<file path="src/sv/bge_pkg.sv">
// bitmap group encoder: shared types, constants and helper functions
// used by the lane, merge, packer and top-level modules; no dependencies
`default_nettype none

package bge_pkg;

    // row geometry and the cap on held white codes
    localparam int MAX_ROW_WIDTH = 1024;
    localparam int WHITE_CAP_INT = ((MAX_ROW_WIDTH / 4 - 1) < 255) ? (MAX_ROW_WIDTH / 4 - 1) : 255;
    localparam logic [7:0] WHITE_CAP = 8'(WHITE_CAP_INT);

    // group shape
    localparam int LANES = 4;
    localparam int LANE_IDX_W = $clog2(LANES);
    localparam logic [2:0] GROUP_FULL = 3'(LANES);

    // pixel values with a short code
    localparam logic [7:0] PIX_WHITE = 8'hFF;
    localparam logic [7:0] PIX_BLACK = 8'h00;

    // code prefixes
    localparam logic [7:0] PREFIX_ZERO  = 8'h00;
    localparam logic [7:0] PREFIX_BLACK = 8'h02;
    localparam logic [7:0] PREFIX_RAW   = 8'h03;

    // result kinds
    localparam logic KIND_CODE = 1'b0;
    localparam logic KIND_FLAG = 1'b1;

    // per-lane pixel findings
    typedef struct packed {
        logic blank;
        logic dark;
    } lane_flags_t;

    // group class, independent of row state
    typedef enum logic [2:0] {
        CLS_NONE,
        CLS_WHITE,
        CLS_BLACK,
        CLS_SHORT_WHITE,
        CLS_RAW
    } grp_class_t;

    // merged group description handed to the packer
    typedef struct packed {
        grp_class_t cls;
        logic [2:0] len;
        logic       ends_row;
        logic       ends_image;
    } grp_info_t;

    // code operation chosen at accept time
    typedef enum logic [1:0] {
        OP_NONE,
        OP_ZERO,
        OP_BLACK,
        OP_RAW
    } code_op_t;

    // packer sequencer
    typedef enum logic [2:0] {
        ST_IDLE,
        ST_WHITES,
        ST_PREFIX,
        ST_BYTES,
        ST_FLUSH,
        ST_FLAG,
        ST_DONE
    } eng_state_t;

    // group length with oversize values limited to a full group
    function automatic logic [2:0] grp_len_clamp(input logic [2:0] len);
        logic [2:0] res;
        res = (len > GROUP_FULL) ? GROUP_FULL : len;
        return res;
    endfunction

endpackage

`default_nettype wire

</file>
<file path="src/sv/bge_lane.sv">
// bitmap group encoder: one pixel lane, tests its pixel for white and black
// depends on bge_pkg
`default_nettype none

module bge_lane (
    input  wire logic [7:0]          pixel,
    input  wire logic                lane_valid,
    output bge_pkg::lane_flags_t     flags
);

    // an unused lane agrees with every class
    always_comb begin
        flags.blank = !lane_valid || (pixel == bge_pkg::PIX_WHITE);
        flags.dark  = !lane_valid || (pixel == bge_pkg::PIX_BLACK);
    end

endmodule

`default_nettype wire

</file>
<file path="src/sv/bge_merge.sv">
// bitmap group encoder: merges lane findings into one group class
// depends on bge_pkg
`default_nettype none

module bge_merge (
    input  wire bge_pkg::lane_flags_t [bge_pkg::LANES-1:0] flags,
    input  wire logic [2:0]                                group_len,
    input  wire logic                                      row_end,
    input  wire logic                                      image_end,
    output bge_pkg::grp_info_t                             info
);

    logic       all_blank;
    logic       all_dark;
    logic [2:0] len_c;

    // reduce lane flags
    always_comb begin
        all_blank = 1'b1;
        all_dark  = 1'b1;
        for (int i = 0; i < bge_pkg::LANES; i++) begin
            all_blank = all_blank & flags[i].blank;
            all_dark  = all_dark & flags[i].dark;
        end
    end

    assign len_c = bge_pkg::grp_len_clamp(group_len);

    // classify and decide whether the row ends here
    always_comb begin
        info.len        = len_c;
        info.ends_image = image_end;
        info.ends_row   = row_end || image_end || (len_c != bge_pkg::GROUP_FULL);
        priority if (len_c == 3'd0) begin
            info.cls = bge_pkg::CLS_NONE;
        end else if (len_c == bge_pkg::GROUP_FULL && all_blank) begin
            info.cls = bge_pkg::CLS_WHITE;
        end else if (len_c == bge_pkg::GROUP_FULL && all_dark) begin
            info.cls = bge_pkg::CLS_BLACK;
        end else if (all_blank) begin
            info.cls = bge_pkg::CLS_SHORT_WHITE;
        end else begin
            info.cls = bge_pkg::CLS_RAW;
        end
    end

endmodule

`default_nettype wire

</file>
<file path="src/sv/bge_pack.sv">
// bitmap group encoder: bit packer, white-run release, row flags and output stage
// depends on bge_pkg
`default_nettype none

module bge_pack (
    input  wire logic                                   aclk,
    input  wire logic                                   aresetn,
    input  wire logic                                   in_valid,
    output logic                                        in_ready,
    input  wire bge_pkg::grp_info_t                     info,
    input  wire logic [bge_pkg::LANES-1:0][7:0]         pix,
    output logic                                        m_tvalid,
    input  wire logic                                   m_tready,
    output logic [7:0]                                  m_tdata,
    output logic                                        m_tuser,
    output logic                                        m_tlast
);

    bge_pkg::eng_state_t                  state_reg, state_next;
    bge_pkg::code_op_t                    op_reg, op_in;
    bge_pkg::grp_info_t                   info_reg;
    logic [bge_pkg::LANES-1:0][7:0]       pix_reg;
    logic [7:0]                           accum_reg, accum_next;
    logic [2:0]                           fill_reg, fill_next;
    logic [7:0]                           pend_reg, pend_next;
    logic                                 coded_reg, coded_next;
    logic [bge_pkg::LANE_IDX_W-1:0]       cnt_reg, cnt_next;
    logic                                 hold_valid_reg;
    logic                                 hold_kind_reg;
    logic [7:0]                           hold_value_reg;
    logic                                 out_valid_reg;
    logic                                 out_kind_reg;
    logic [7:0]                           out_value_reg;
    logic                                 out_last_reg;

    logic                                 accept;
    logic                                 out_free;
    logic                                 count_white;
    logic                                 push;
    logic                                 push_kind;
    logic [7:0]                           push_value;
    logic                                 finish;
    logic                                 put_en;
    logic [3:0]                           put_n;
    logic [7:0]                           put_p;
    logic [3:0]                           put_sum;
    logic [4:0]                           put_shift;
    logic [15:0]                          put_word;
    logic [3:0]                           gap;
    logic [bge_pkg::LANE_IDX_W-1:0]       last_idx;

    assign in_ready = (state_reg == bge_pkg::ST_IDLE);
    assign accept   = in_valid && in_ready;
    assign out_free = !out_valid_reg || m_tready;
    assign last_idx = bge_pkg::LANE_IDX_W'(info_reg.len - 3'd1);

    // pick the code operation from the group class and the row state
    always_comb begin
        count_white = 1'b0;
        unique case (info.cls)
            bge_pkg::CLS_WHITE: begin
                op_in       = coded_reg ? bge_pkg::OP_ZERO : bge_pkg::OP_NONE;
                count_white = !coded_reg;
            end
            bge_pkg::CLS_BLACK:       op_in = bge_pkg::OP_BLACK;
            bge_pkg::CLS_SHORT_WHITE: op_in = coded_reg ? bge_pkg::OP_RAW : bge_pkg::OP_NONE;
            bge_pkg::CLS_RAW:         op_in = bge_pkg::OP_RAW;
            default:                  op_in = bge_pkg::OP_NONE;
        endcase
    end

    // next state
    always_comb begin
        state_next = state_reg;
        unique case (state_reg)
            bge_pkg::ST_IDLE: begin
                if (accept) begin
                    if (op_in == bge_pkg::OP_BLACK || op_in == bge_pkg::OP_RAW) begin
                        state_next = bge_pkg::ST_WHITES;
                    end else if (op_in == bge_pkg::OP_ZERO) begin
                        state_next = bge_pkg::ST_PREFIX;
                    end else begin
                        state_next = bge_pkg::ST_FLUSH;
                    end
                end
            end
            bge_pkg::ST_WHITES: begin
                if (out_free && pend_reg == 8'd0) begin
                    state_next = bge_pkg::ST_PREFIX;
                end
            end
            bge_pkg::ST_PREFIX: begin
                if (out_free) begin
                    state_next = (op_reg == bge_pkg::OP_RAW) ? bge_pkg::ST_BYTES
                                                             : bge_pkg::ST_FLUSH;
                end
            end
            bge_pkg::ST_BYTES: begin
                if (out_free && cnt_reg == last_idx) begin
                    state_next = bge_pkg::ST_FLUSH;
                end
            end
            bge_pkg::ST_FLUSH: begin
                if (out_free) begin
                    state_next = info_reg.ends_row ? bge_pkg::ST_FLAG : bge_pkg::ST_DONE;
                end
            end
            bge_pkg::ST_FLAG: begin
                if (out_free) begin
                    state_next = bge_pkg::ST_DONE;
                end
            end
            bge_pkg::ST_DONE: begin
                if (out_free) begin
                    state_next = bge_pkg::ST_IDLE;
                end
            end
            default: state_next = bge_pkg::ST_IDLE;
        endcase
    end

    // datapath actions per state
    always_comb begin
        accum_next = accum_reg;
        fill_next  = fill_reg;
        pend_next  = pend_reg;
        coded_next = coded_reg;
        cnt_next   = cnt_reg;
        push       = 1'b0;
        push_kind  = bge_pkg::KIND_CODE;
        push_value = accum_reg;
        finish     = 1'b0;
        put_en     = 1'b0;
        put_n      = 4'd0;
        put_p      = 8'h00;
        gap        = 4'd8 - {1'b0, fill_reg};
        put_sum    = 4'd0;
        put_shift  = 5'd0;
        put_word   = 16'h0000;
        unique case (state_reg)
            bge_pkg::ST_IDLE: begin
                if (accept && count_white && pend_reg < bge_pkg::WHITE_CAP) begin
                    pend_next = pend_reg + 8'd1;
                end
            end
            bge_pkg::ST_WHITES: begin
                // zeros are already in place, only the fill advances
                if (out_free && pend_reg != 8'd0) begin
                    if ({4'd0, gap} <= pend_reg) begin
                        push       = 1'b1;
                        push_value = accum_reg;
                        accum_next = 8'h00;
                        fill_next  = 3'd0;
                        pend_next  = pend_reg - {4'd0, gap};
                    end else begin
                        fill_next = fill_reg + pend_reg[2:0];
                        pend_next = 8'd0;
                    end
                end
            end
            bge_pkg::ST_PREFIX: begin
                if (out_free) begin
                    put_en   = 1'b1;
                    cnt_next = '0;
                    unique case (op_reg)
                        bge_pkg::OP_BLACK: begin
                            put_n      = 4'd2;
                            put_p      = bge_pkg::PREFIX_BLACK;
                            coded_next = 1'b1;
                        end
                        bge_pkg::OP_RAW: begin
                            put_n      = 4'd2;
                            put_p      = bge_pkg::PREFIX_RAW;
                            coded_next = 1'b1;
                        end
                        default: begin
                            put_n = 4'd1;
                            put_p = bge_pkg::PREFIX_ZERO;
                        end
                    endcase
                end
            end
            bge_pkg::ST_BYTES: begin
                if (out_free) begin
                    put_en   = 1'b1;
                    put_n    = 4'd8;
                    put_p    = pix_reg[cnt_reg];
                    cnt_next = cnt_reg + 1'b1;
                end
            end
            bge_pkg::ST_FLUSH: begin
                if (out_free && info_reg.ends_image && fill_reg != 3'd0) begin
                    push       = 1'b1;
                    push_value = accum_reg;
                    accum_next = 8'h00;
                    fill_next  = 3'd0;
                end
            end
            bge_pkg::ST_FLAG: begin
                if (out_free) begin
                    push       = 1'b1;
                    push_kind  = bge_pkg::KIND_FLAG;
                    push_value = {7'd0, coded_reg};
                    coded_next = 1'b0;
                    pend_next  = 8'd0;
                end
            end
            bge_pkg::ST_DONE: begin
                finish = out_free;
            end
            default: begin
            end
        endcase

        // append put_n bits of put_p behind the held bits
        if (put_en) begin
            put_sum   = {1'b0, fill_reg} + put_n;
            put_shift = 5'd16 - {2'd0, fill_reg} - {1'b0, put_n};
            put_word  = {accum_reg, 8'h00} | ({8'h00, put_p} << put_shift);
            if (put_sum >= 4'd8) begin
                push       = 1'b1;
                push_value = put_word[15:8];
                accum_next = put_word[7:0];
                fill_next  = 3'(put_sum - 4'd8);
            end else begin
                accum_next = put_word[15:8];
                fill_next  = put_sum[2:0];
            end
        end
    end

    // control and packing state
    always_ff @(posedge aclk) begin
        if (!aresetn) begin
            state_reg <= bge_pkg::ST_IDLE;
            accum_reg <= 8'h00;
            fill_reg  <= 3'd0;
            pend_reg  <= 8'd0;
            coded_reg <= 1'b0;
        end else begin
            state_reg <= state_next;
            accum_reg <= accum_next;
            fill_reg  <= fill_next;
            pend_reg  <= pend_next;
            coded_reg <= coded_next;
        end
    end

    // captured group and byte index
    always_ff @(posedge aclk) begin
        cnt_reg <= cnt_next;
        if (accept) begin
            op_reg   <= op_in;
            info_reg <= info;
            pix_reg  <= pix;
        end
    end

    // one-result hold slot so the last flag is known before a result leaves
    always_ff @(posedge aclk) begin
        if (!aresetn) begin
            hold_valid_reg <= 1'b0;
            out_valid_reg  <= 1'b0;
        end else begin
            if (push) begin
                hold_valid_reg <= 1'b1;
                hold_kind_reg  <= push_kind;
                hold_value_reg <= push_value;
            end else if (finish) begin
                hold_valid_reg <= 1'b0;
            end
            if ((push || finish) && hold_valid_reg) begin
                out_valid_reg <= 1'b1;
                out_kind_reg  <= hold_kind_reg;
                out_value_reg <= hold_value_reg;
                out_last_reg  <= finish;
            end else if (m_tready) begin
                out_valid_reg <= 1'b0;
            end
        end
    end

    assign m_tvalid = out_valid_reg;
    assign m_tdata  = out_value_reg;
    assign m_tuser  = out_kind_reg;
    assign m_tlast  = out_last_reg;

endmodule

`default_nettype wire

</file>
<file path="src/sv/bitmap_group_encoder_top.sv">
// bitmap group encoder top level: four pixel lanes, merge stage and bit packer
// depends on bge_pkg, bge_lane, bge_merge, bge_pack
//
// Usage: each transfer on the s_ channel carries one group of up to four 8-bit
// pixels of a row; s_tlast marks the group that ends the row, s_tuser marks
// the group that ends the image. Each transfer on the m_ channel is one
// result: a packed code byte (m_tuser 0) or a row flag (m_tuser 1, data 0 for
// an all-white row, 1 for a coded row); m_tlast marks the last result of a
// group. Groups are classified by four parallel lanes in the accept cycle; the
// packer then handles one group at a time and takes one step per cycle: one
// per raw pixel byte, one for the prefix, one for the white release, plus
// flush, row flag and close steps. A released white run adds one release
// step per code byte it completes and one more if it ends inside a byte.
// A result waits in a one-entry hold slot until the next result is made or
// the group closes, and shows on m_ the cycle after; the last result of a
// group shows in the same cycle that s_tready rises again. When the receiver
// stalls, the packer stops stepping and s_tready stays low until the group is
// done. Synchronous reset clears the bit accumulator, the held white count,
// the row state and both output slots.
`default_nettype none

module bitmap_group_encoder_top (
    input  wire logic        aclk,
    input  wire logic        aresetn,
    input  wire logic        s_tvalid,
    output logic             s_tready,
    input  wire logic [39:0] s_tdata,   // pixel_a, pixel_b, pixel_c, pixel_d, group_len, zero pad
    input  wire logic        s_tuser,   // image_end
    input  wire logic        s_tlast,   // row_end
    output logic             m_tvalid,
    input  wire logic        m_tready,
    output logic [7:0]       m_tdata,   // out_value
    output logic             m_tuser,   // out_kind
    output logic             m_tlast    // last
);

    logic [bge_pkg::LANES-1:0][7:0]            pix;
    logic [2:0]                                len_c;
    bge_pkg::lane_flags_t [bge_pkg::LANES-1:0] flags;
    bge_pkg::grp_info_t                        info;

    // unpack pixels from the data word
    assign pix   = s_tdata[bge_pkg::LANES*8-1:0];
    assign len_c = bge_pkg::grp_len_clamp(s_tdata[34:32]);

    // one lane per pixel
    for (genvar i = 0; i < bge_pkg::LANES; i++) begin : g_lane
        bge_lane u_lane (
            .pixel      (pix[i]),
            .lane_valid (3'(i) < len_c),
            .flags      (flags[i])
        );
    end

    // combine lane findings
    bge_merge u_merge (
        .flags     (flags),
        .group_len (s_tdata[34:32]),
        .row_end   (s_tlast),
        .image_end (s_tuser),
        .info      (info)
    );

    // packing sequencer and output stage
    bge_pack u_pack (
        .aclk     (aclk),
        .aresetn  (aresetn),
        .in_valid (s_tvalid),
        .in_ready (s_tready),
        .info     (info),
        .pix      (pix),
        .m_tvalid (m_tvalid),
        .m_tready (m_tready),
        .m_tdata  (m_tdata),
        .m_tuser  (m_tuser),
        .m_tlast  (m_tlast)
    );

endmodule

`default_nettype wire

</file>
<file path="config.mk">
export PLATFORM = sky130hd
export DESIGN_NAME = bitmap_group_encoder_top
export DESIGN_NICKNAME = d
export VERILOG_FILES = /design/src/sv/bge_pkg.sv /design/src/sv/bge_lane.sv /design/src/sv/bge_merge.sv /design/src/sv/bge_pack.sv /design/src/sv/bitmap_group_encoder_top.sv
export SDC_FILE = /design/constraint.sdc
export NUM_CORES = 1
export LEC_CHECK = 0
export BUFFER_PORTS_ARGS = -buffer_cell sky130_fd_sc_hd__buf_4
export CORE_ASPECT_RATIO = 0.75
export CORE_MARGIN = 4
export CORE_UTILIZATION = 64
export DETAILED_ROUTE_END_ITERATION = 7
export PLACE_DENSITY = 0.86
export SYNTH_ARGS = -nofsm -noshare
export SYNTH_HDL_FRONTEND = slang
export SYNTH_HIERARCHICAL = 1
export SYNTH_SLANG_ARGS = --single-unit
</file>
<file path="constraint.sdc">
create_clock -name aclk -period 6.05 [get_ports aclk]
set_clock_uncertainty 0.2 [all_clocks]
set_input_delay 1.21 -clock aclk [delete_from_list [all_inputs] [get_ports aclk]]
set_output_delay 1.21 -clock aclk [all_outputs]
set_load 0.03 [all_outputs]
</file>
# == Word-level counts from Yosys, hierarchy flattened ==
# Cells that the tools add are included.
# totals
reg_bits,84
inputBits,46
output_inout_bits,12
wordCells,211
# op_classes
n_addsub,10
magnitude_cmp,9
n_eq_ne,36
shifts,1
muxes,72
bitwise_logic,7
reduce_logical,55
# op_table
operator,count
$mux 8,16
$mux 3,20
$logic_not 8->1,5
$eq 8x8->1 const B,4
$pmux 8 s2,2
$pmux 8 s3,1
$pmux 3 s7,1
$mux 1,17
$bmux 8 s2,1
$ne 2x1->1 const B,8
$or 16x16->16,1
$shl 8x5->16,1
$eq 3x3->1 const B,5
$logic_or 1x1->1,13
$eq 3x2->1 const B,4
$reduce_and 4->1,3
$logic_and 1x1->1,11
$mux 2,5
$ne 3x1->1 const B,3
$reduce_bool 3->1,3
$add 8x1->8 const B,1
$eq 2x2->1 const B,4
$le 4x8->1,1
$lt 8x8->1 const B,1
other kinds (35),59

# == Depth between registers and ports, before layout ==
# Gate-level depths: netlist of the first run.
# depth
ltp_word,19
mapped_depth,16
ltp_nobuf,15

# == Hierarchy ==
# Netlist of the first run, hierarchy kept.
# modules_own_cells
mod,n_inst,cells_per_inst,area_each_um2,seq_area_each_um2
bge_pack,1,462,4911.0,2272.2
bge_lane,4,6,37.5,0.0
bge_merge,1,15,107.6,0.0
bitmap_group_encoder_top,1,4,25.0,0.0

# == Worst setup path after synthesis of the first run ==
# Ideal clock, no wire load.
# synth_path
path_type,in2reg
from,input port m_tready
to,register u_pack.hold_value_reg[3] (data pin)
setup_ps,254
arrival_ps,4012
required_ps,5596
path_slack_ps,1584
path_stages,14
n_path_buf,3
path_cell_list,nand2b_1 > clkbuf_1 > buf_2 > nand2_1 > or3_1 > ha_1 > clkbuf_1 > clkinv_1 > mux2_2 > a22oi_1 > o22ai_1 > a21oi_1 > nor2_1 > o21a_1
# synth_via
elab_chain_len,8
elab_cells_between_ends,18
classes_between,add/sub: 2; order compare: 1; shift: 1; mux: 12; bitwise: 1; reduce/logical: 1
# synth_lines
item,line_no,rtl
start: declaration,bitmap_group_encoder_top.sv:31,"input wire logic m_tready,"
$logic_or 1x1->1 (*),bge_pack.sv:54,assign out_free = !out_valid_reg || m_tready;
"$mux 4, on equally long branches","bge_pack.sv:162, bge_pack.sv:184",
$pmux 4 s2,bge_pack.sv:140,unique case (state_reg)
$sub 5x4->5,bge_pack.sv:218,"put_shift = 5'd16 - {2'd0, fill_reg} - {1'b0, put_n};"
$shl 8x5->16,bge_pack.sv:219,"put_word = {accum_reg, 8'h00} | ({8'h00, put_p} << put_shift);"
$or 16x16->16,bge_pack.sv:219,
$mux 8,bge_pack.sv:220,if (put_sum >= 4'd8) begin
$mux 8 (*),bge_pack.sv:216,if (put_en) begin
named net u_pack.push_value[3],bge_pack.sv:41,logic [7:0] push_value;
end signal: assignment,bge_pack.sv:268,hold_value_reg <= push_value;
end: declaration,bge_pack.sv:30,logic [7:0] hold_value_reg;
# Mark *: on every way through the listed nets, which the timed path passes. The rest lies on a longest branch.
# A chain may end at the register's enable or synchronous reset.

# == Final worst setup path of the first run ==
# layout_path
from,input port m_tready
to,register u_pack.hold_value_reg[4] (data pin)
# Same word-level chain as after synthesis.

==> results of run 1 <==
## routing by layer
| layer | up-vias | GRT usage | routed length, um |
|---|---|---|---|
| met1 | 2124 | 0.378 | 5480 |
| met4 | 0 | 0.104 | 237 |
| met3 | 21 | 0.0684 | 1320 |
| met2 | 244 | 0.453 | 5960 |
| li1 | 2028 | - | - |
| met5 | - | 0 | 0 |
## path summary, 6_finish.rpt
check                                               from                       end  cells after the start
worst min-delay path            u_pack/hold_value_reg[6]         u_pack/m_tdata[6]                      0
worst max-delay path                            m_tready  u_pack/hold_value_reg[4]                     15
worst min register to register  u_pack/hold_value_reg[6]         u_pack/m_tdata[6]                      0
worst max register to register       u_pack/state_reg[2]  u_pack/hold_value_reg[4]                     14
## power groups by stage
| stage | Clock [mW] | Combinational, mW | Sequential (mW) |
|---|---|---|---|
| after floorplan | 0 | 0.380 | 0.689 |
| after global placement | 0 | 0.497 | 0.703 |
| after detailed placement | 0 | 0.511 | 0.706 |
| after CTS | 0.411 | 0.514 | 0.693 |
| after global routing | 0.441 | 0.572 | 0.698 |
| final | 0.403 | 0.526 | 0.694 |
## final cells by class
class                   count  area (um2)  area share
inverters                  27         101      0.0174
flip-flops and latches     84        2270       0.389
clock inverters             6        71.3      0.0122
clock buffers              10         128      0.0219
multi-input cells         368        2680       0.460
repair buffers             60         450      0.0772
well taps                 105         131      0.0225
==> reports/results.txt, run 1 <==
crit-path max cell delay - 0.85 ns
routed wire length - 13000 um
hold slack final - 0.227 ns
# hold bufs at CTS - 0
Finish-stage setup viols - 0
Startpoint Class - primary input
Net Count, Synth - 570
Worst Setup End Kind - register
commonest non-fill, non-tap cells in the layout - 60 x buf_4, 59 x edfxtp_1, 38 x nand2_1
GRT Total Usage - 0.282
relative slew slack - 0.415
P_int - 1.06 mW
Final Hold Viols - 0
run status - complete, no violations
DRT Pass-1 Iters - 5
Die Y-Extent - 86.0 um
Period minus WS final - 4.80 ns
Seq pwr share - 0.427
routed len/inst - 19.7 um
fin cells - 660
CTS clk-pin slew, worst paths - 0.08 ns
worst-path cell chain - buf_4 > nand2b_1 > nand4b_1 > inv_1 > ha_1 > inv_1 > ha_1 > inv_1 > fa_1 > nand3_1 > o211ai_1 > a2bb2oi_1 > o21ai_1 > nor2_1 > nor2_1
pin count of the biggest net entering global routing - 36
drt via density - 6.69
clock power share - 0.248
worst vdd ir - 0.000191 V
Mapped Cells - 504
CTS tree - yes
clock buffer depth - 2
MaxCap Viol Count - 0
design area - 5840 um2
Inserted Clock Buffers - 9
Max Clock Freq - 208 MHz
clk sinks - 84
crit-path max FO - 17
placed cell area - 5640 um2
first-pass GRT wire length - 21600 um
Largest register FFs - 32
H-tree lvl count - 3
post-CTS setup buffers - 0
DR iter-0 viols - 451
Worst-Margin Slew - 0.877 ns
Clk Latency, worst-skew pair - 0.37 ns
period utilisation layout - 0.793
Initial Util - 0.658
syn_area_per_cell - 10.3 um2
setup_tns - 0 ns
Critical Path RT - 6.05 ns
Ports - 58
n_diodes - 0
GP Congestion - 0.969
P_sw - 566 uW
YS warnings - 6
sw frac - 0.349
vias in the first global route - 4340
count of input and output buffers - 52
initial antenna violation count - 0
total die area - 9630 um2
Worst Path Class, Setup - in -> reg
CP top delay family - simple AND/OR/NAND/NOR gates
most used cell, CP - inv_1
Std-Cell Rows - 28
Worst Hold Class - reg -> reg
drc violations - 0
max-slew violations - 0
WP data arrival - 4.80 ns
Detailed Place HPWL - 9760 um
DP Cell Count - 644
CTS resizes - 0
layout cells sized above 1 - 0.193
pre-CTS setup slack - 0.971 ns
Final nets - 616
most common cell after layout, fill and taps aside - buf_4
grt ovf - 0
Final ANT Viol Nets - 0
Layout area overhead - 12.5%
utilization after layout - 0.741
Critical-path top delay cell - fa_1
Pleak - 2.17 nW
Final WS setup - 1.25 ns
CTS Root Cell - clkbuf_8
CP Buf/Inv Count - 4
RSZ-0062 raised after global routing - false
Die Span X - 112 um
Logic pwr share - 0.324
Post-Syn Area - 5190 um2
Fill cells - 569
vias - 4417
Pwr Total - 1.62 mW
power density over the cells - 278 nW/um2
Core ar. - 7880 um2
setup slack, reg-to-reg - 1.80 ns
Note: power is estimated with default switching activity, not from simulation.
==> run 2: changes to the inputs <==
--- a/config.mk
+++ b/config.mk
@@ -5,12 +5,13 @@
 export SDC_FILE = /design/constraint.sdc
 export NUM_CORES = 1
 export LEC_CHECK = 0
+export ABC_AREA = 1
 export BUFFER_PORTS_ARGS = -buffer_cell sky130_fd_sc_hd__buf_4
 export CORE_ASPECT_RATIO = 0.75
 export CORE_MARGIN = 4
-export CORE_UTILIZATION = 64
+export CORE_UTILIZATION = 59
 export DETAILED_ROUTE_END_ITERATION = 7
-export PLACE_DENSITY = 0.86
+export PLACE_DENSITY = 0.8
 export SYNTH_ARGS = -nofsm -noshare
 export SYNTH_HDL_FRONTEND = slang
 export SYNTH_HIERARCHICAL = 1
==> constraint.sdc (replaced) <==
create_clock -name aclk -period 4.75 [get_ports aclk]
set_clock_uncertainty 0.2 [all_clocks]
set_input_delay 0.95 -clock aclk [delete_from_list [all_inputs] [get_ports aclk]]
set_output_delay 0.95 -clock aclk [all_outputs]
set_load 0.03 [all_outputs]
==> run 2 against run 1 <==
Against the previous run: non-clock buffer count fell by 5; critical path depth rose by 2; area after synthesis is 2.6% higher; synthesized cell count rose by 42%; first-iteration DRC count is 4.4% higher; cell area grew 4.8%; sequential share of layout area down 1.8 points; clock-buffer cell count grew 2; sequential cell count unchanged; combinational power rose to 4.5 times the previous value; register-to-register slack worse by 0.86 ns; largest cell class unchanged.
==> reports/results.txt, run 2 <==
layout cells sized above 1 - 0.123
Period minus WS final - 3.84 ns
Die Y-Extent - 90.3 um
Worst Setup End Kind - register
crit-path max FO - 8
fin cells - 882
initial antenna violation count - 0
syn_area_per_cell - 7.42 um2
Final nets - 835
routed len/inst - 14.6 um
Pleak - 2.89 nW
Startpoint Class - primary input
Ports - 58
Seq pwr share - 0.264
design area - 6120 um2
GRT Total Usage - 0.253
Worst Path Class, Setup - in -> reg
CTS Root Cell - clkbuf_16
# hold bufs at CTS - 0
post-CTS setup buffers - 0
CTS resizes - 0
MaxCap Viol Count - 0
routed wire length - 12900 um
hold slack final - 0.220 ns
vias - 4913
relative slew slack - 0.296
Layout area overhead - 14.9%
drt via density - 5.57
CTS tree - yes
max-slew violations - 0
power density over the cells - 685 nW/um2
Mapped Cells - 718
pre-CTS setup slack - 0.661 ns
WP data arrival - 3.90 ns
P_int - 2.18 mW
Inserted Clock Buffers - 9
area of the multi-input gates - 2560 um2
register area - 2270 um2
CTS clk-pin slew, worst paths - 0.06 ns
H-tree lvl count - 3
Die Span X - 118 um
Post-Syn Area - 5330 um2
reg2reg start - u_pack/state_reg[1]
RSZ-0062 raised after global routing - false
Finish-stage setup viols - 0
Final Hold Viols - 0
count of input and output buffers - 52
Worst-Margin Slew - 1.05 ns
Fill cells - 714
hold path start - u_pack/hold_value_reg[2]
utilization after layout - 0.708
DRT Pass-1 Iters - 5
most common cell after layout, fill and taps aside - nand2_1
GP Congestion - 0.949
YS warnings - 6
clk sinks - 84
worst vdd ir - 0.000514 V
Initial Util - 0.617
run status - complete, no violations
setup_tns - 0 ns
Worst Hold Class - reg -> reg
drc violations - 0
Pwr Total - 4.19 mW
Max Clock Freq - 261 MHz
total die area - 10600 um2
Std-Cell Rows - 29
grt ovf - 0
clock buffer depth - 2
worst setup path startpoint - m_tready
DR iter-0 viols - 471
sw frac - 0.481
Detailed Place HPWL - 9820 um
commonest non-fill, non-tap cells in the layout - 218 x nand2_1, 103 x inv_1, 70 x nor2_1
clock power share - 0.166
Core ar. - 8640 um2
placed cell area - 5810 um2
first-pass GRT wire length - 22000 um
n_diodes - 0
P_sw - 2.02 mW
Clk Latency, worst-skew pair - 0.34 ns
Logic pwr share - 0.569
pin count of the biggest net entering global routing - 39
Critical Path RT - 4.81 ns
period utilisation layout - 0.808
Final WS setup - 0.912 ns
vias in the first global route - 4703
Final ANT Viol Nets - 0
Net Count, Synth - 784
DP Cell Count - 866
Largest register FFs - 32
==> run 2: cell type report <==
class	count	area share
clock buffer	12	0.0454
inverter	114	0.0700
multi-input combinational	505	0.419
clock inverter	4	0.00491
sequential	84	0.371
timing repair buffer	55	0.0675
tap	108	0.0221
==> run 2: layer usage <==
layer / vias to the layer above / share of wire / global-route usage / wire, um
met2: 199 / 0.45 / 0.393 / 5750
li1: 2441 / - / - / -
met3: 20 / 0.083 / 0.0689 / 1070
met1: 2253 / 0.45 / 0.344 / 5850
met5: - / 0 / 0 / 0
met4: 0 / 0.015 / 0.0820 / 192
==> run 2: power by group through the flow <==
stage | combinational [mW] | sequential (mW) | clock (mW)
after global routing | 2.73 | 1.13 | 0.746
after detailed placement | 2.31 | 1.12 | 0
after CTS | 2.33 | 1.11 | 0.708
final | 2.39 | 1.11 | 0.697
after floorplan | 1.80 | 1.08 | 0
after global placement | 2.24 | 1.11 | 0
==> run 2: path summary, 6_finish.rpt <==
path | endpoint | slack, ns | cells past startpoint
max | u_pack/accum_reg[6] | 0.91 | 17
min reg2reg | u_pack/m_tdata[2] | 0.22 | 0
max reg2reg | u_pack/accum_reg[6] | 0.94 | 18
min | u_pack/m_tdata[2] | 0.22 | 0
==> run 2: worst max-delay path, stage by stage <==
cell     delay (ns)
buf_4          0.11
nor2_2         0.15
nor2_1         0.10
nand2_2        0.13
inv_1          0.08
ha_1           0.27
inv_1          0.06
ha_1           0.19
inv_1          0.07
fa_1           0.38
xor2_1         0.24
inv_1          0.21
nor3_2         0.53
nand3_1        0.16
nand2_1        0.10
nand2_1        0.05
a21oi_1        0.11
==> run 3: changes to the inputs <==
==> constraint.sdc (replaced) <==
create_clock -name aclk -period 3.7 [get_ports aclk]
set_clock_uncertainty 0.2 [all_clocks]
set_input_delay 0.74 -clock aclk [delete_from_list [all_inputs] [get_ports aclk]]
set_output_delay 0.74 -clock aclk [all_outputs]
set_load 0.03 [all_outputs]
==> run 3 against run 2 <==
Against the previous run: final cell count is 1.0% higher; combinational power is 33% higher; setup slack worse by 0.61 ns; sequential power is 26% higher; clock-buffer cell count is 2 higher; clock power is 26% higher; first-iteration DRC count is 13% lower; wire length is 0.74% higher; critical path type is now reg -> reg; largest power group unchanged.
==> reports/results.txt, run 3 (synthesis gave the netlist of run 2 again) <==
pin count of the biggest net entering global routing - 39
most used cell, CP - inv_1
CTS Root Cell - clkbuf_16
run status - complete, no violations
CTS tree - yes
vias - 4918
Final WS setup - 0.306 ns
post-CTS setup buffers - 0
Inserted Clock Buffers - 9
Initial Util - 0.617
total die area - 10600 um2
MaxCap Viol Count - 0
GP Congestion - 0.929
Pleak - 2.93 nW
Seq pwr share - 0.256
Critical Path RT - 3.59 ns
H-tree lvl count - 3
power density over the cells - 885 nW/um2
DR iter-0 viols - 409
grt ovf - 0
P_int - 2.89 mW
Logic pwr share - 0.583
worst-path cell chain - inv_2 > nor2_4 > nand2_1 > nor2_1 > inv_1 > nor2_1 > inv_1 > ha_1 > ha_1 > inv_1 > fa_2 > inv_1 > nor2_1 > a21oi_1 > o21ai_1 > nand2_1 > nand2_1 > o21ai_1 > inv_1
n_diodes - 0
CTS resizes - 0
Ports - 58
routed wire length - 13000 um
Pwr Total - 5.46 mW
crit-path max FO - 7
Period minus WS final - 3.39 ns
Startpoint Class - register
setup_tns - 0 ns
# hold bufs at CTS - 0
Die Span X - 118 um
Finish-stage setup viols - 0
Die Y-Extent - 90.3 um
Clk Latency, worst-skew pair - 0.34 ns
Core ar. - 8640 um2
CP top delay family - adder cells
period utilisation layout - 0.917
max-slew violations - 0
commonest non-fill, non-tap cells in the layout - 218 x nand2_1, 103 x inv_1, 69 x nor2_1
clk sinks - 84
first-pass GRT wire length - 21700 um
routed len/inst - 14.5 um
Final Hold Viols - 0
Max Clock Freq - 295 MHz
sw frac - 0.471
drc violations - 0
CP Buf/Inv Count - 6
crit-path max cell delay - 0.49 ns
Layout area overhead - 15.9%
GRT Total Usage - 0.248
most common cell after layout, fill and taps aside - nand2_1
Worst-Margin Slew - 1.05 ns
Largest register FFs - 32
CTS clk-pin slew, worst paths - 0.06 ns
RSZ-0062 raised after global routing - false
Detailed Place HPWL - 9930 um
pre-CTS setup slack - -0.0995 ns
Final ANT Viol Nets - 0
Worst Setup End Kind - register
vias in the first global route - 4643
P_sw - 2.57 mW
WP data arrival - 3.29 ns
worst vdd ir - 0.000623 V
initial antenna violation count - 0
Final nets - 844
layout cells sized above 1 - 0.132
clock buffer depth - 2
count of input and output buffers - 52
drt via density - 5.52
clock power share - 0.161
DRT Pass-1 Iters - 5
Critical-path top delay cell - fa_2
relative slew slack - 0.299
Std-Cell Rows - 29
Worst Path Class, Setup - reg -> reg
Worst Hold Class - reg -> reg
==> run 3: cell count changes in the layout (fill, tap and decap cells not counted) <==
cell | before | now
buf_4 | 55 | 64
bufinv_16 | 0 | 1
clkbuf_1 | 0 | 4
clkbuf_16 | 10 | 9
clkbuf_8 | 2 | 1
clkinv_4 | 2 | 0
clkinvlp_4 | 1 | 0
dfxtp_1 | 25 | 24
dfxtp_2 | 0 | 1
fa_1 | 4 | 3
fa_2 | 0 | 1
nor2_1 | 70 | 69
nor2_2 | 4 | 5
==> run 3: layout make-up <==
| type | instances | area, um2 |
|---|---|---|
| tap | 108 | 135 |
| fill | 714 | 2460 |
| inverter | 114 | 428 |
| timing repair buffer | 64 | 480 |
| sequential | 84 | 2270 |
| clock inverter | 2 | 35.0 |
| multi-input combinational | 505 | 2570 |
| clock buffer | 14 | 254 |
==> run 3: power groups by stage <==
stage / registers (mW) / logic [mW] / clock network [mW]
finish: 1.40 / 3.18 / 0.879
floorplan: 1.39 / 2.31 / 0
global route: 1.42 / 3.60 / 0.941
global placement: 1.40 / 3.01 / 0
detailed placement: 1.41 / 3.10 / 0
CTS: 1.39 / 3.12 / 0.892
==> run 3: final timing paths <==
| check | start | end | slack [ns] | cells past startpoint |
|---|---|---|---|---|
| setup / recovery | u_pack/state_reg[1] | u_pack/hold_value_reg[2] | 0.31 | 19 |
| hold / removal | u_pack/hold_value_reg[6] | u_pack/m_tdata[6] | 0.22 | 0 |
| setup reg to reg | u_pack/state_reg[1] | u_pack/hold_value_reg[2] | 0.31 | 19 |
| hold reg to reg | u_pack/hold_value_reg[6] | u_pack/m_tdata[6] | 0.22 | 0 |
==> run 3: through the flow <==
stage / util / cells / hold WS, ns / instance area, um2
6_report: 0.715 / 891 / 0.221 / 6170
3_3_place_gp: 0.681 / 875 / 0.202 / 5880
5_1_grt: 0.715 / 891 / 0.229 / 6170
2_1_floorplan: - / 718 / 0.200 / 5330
4_1_cts: 0.714 / 891 / 0.219 / 6170
3_5_place_dp: 0.681 / 875 / 0.206 / 5880
==> run 3: worst reg2reg max path: cells and delay by family, from the launching register on <==
kind            cells  cell delay [ns]
compound gates      3             0.36
flops               1             0.39
buf+inv             6             0.54
fa+ha+maj           3             0.88
simple gates        7             0.78
==> run 3: per-layer routing <==
layer  vias to the layer above  global-route usage  share of wire
li1                       2448                   -              -
met5                         -                   0              0
met1                      2219               0.351           0.46
met2                       223               0.381           0.44
met4                         0              0.0790          0.018
met3                        28              0.0570          0.086
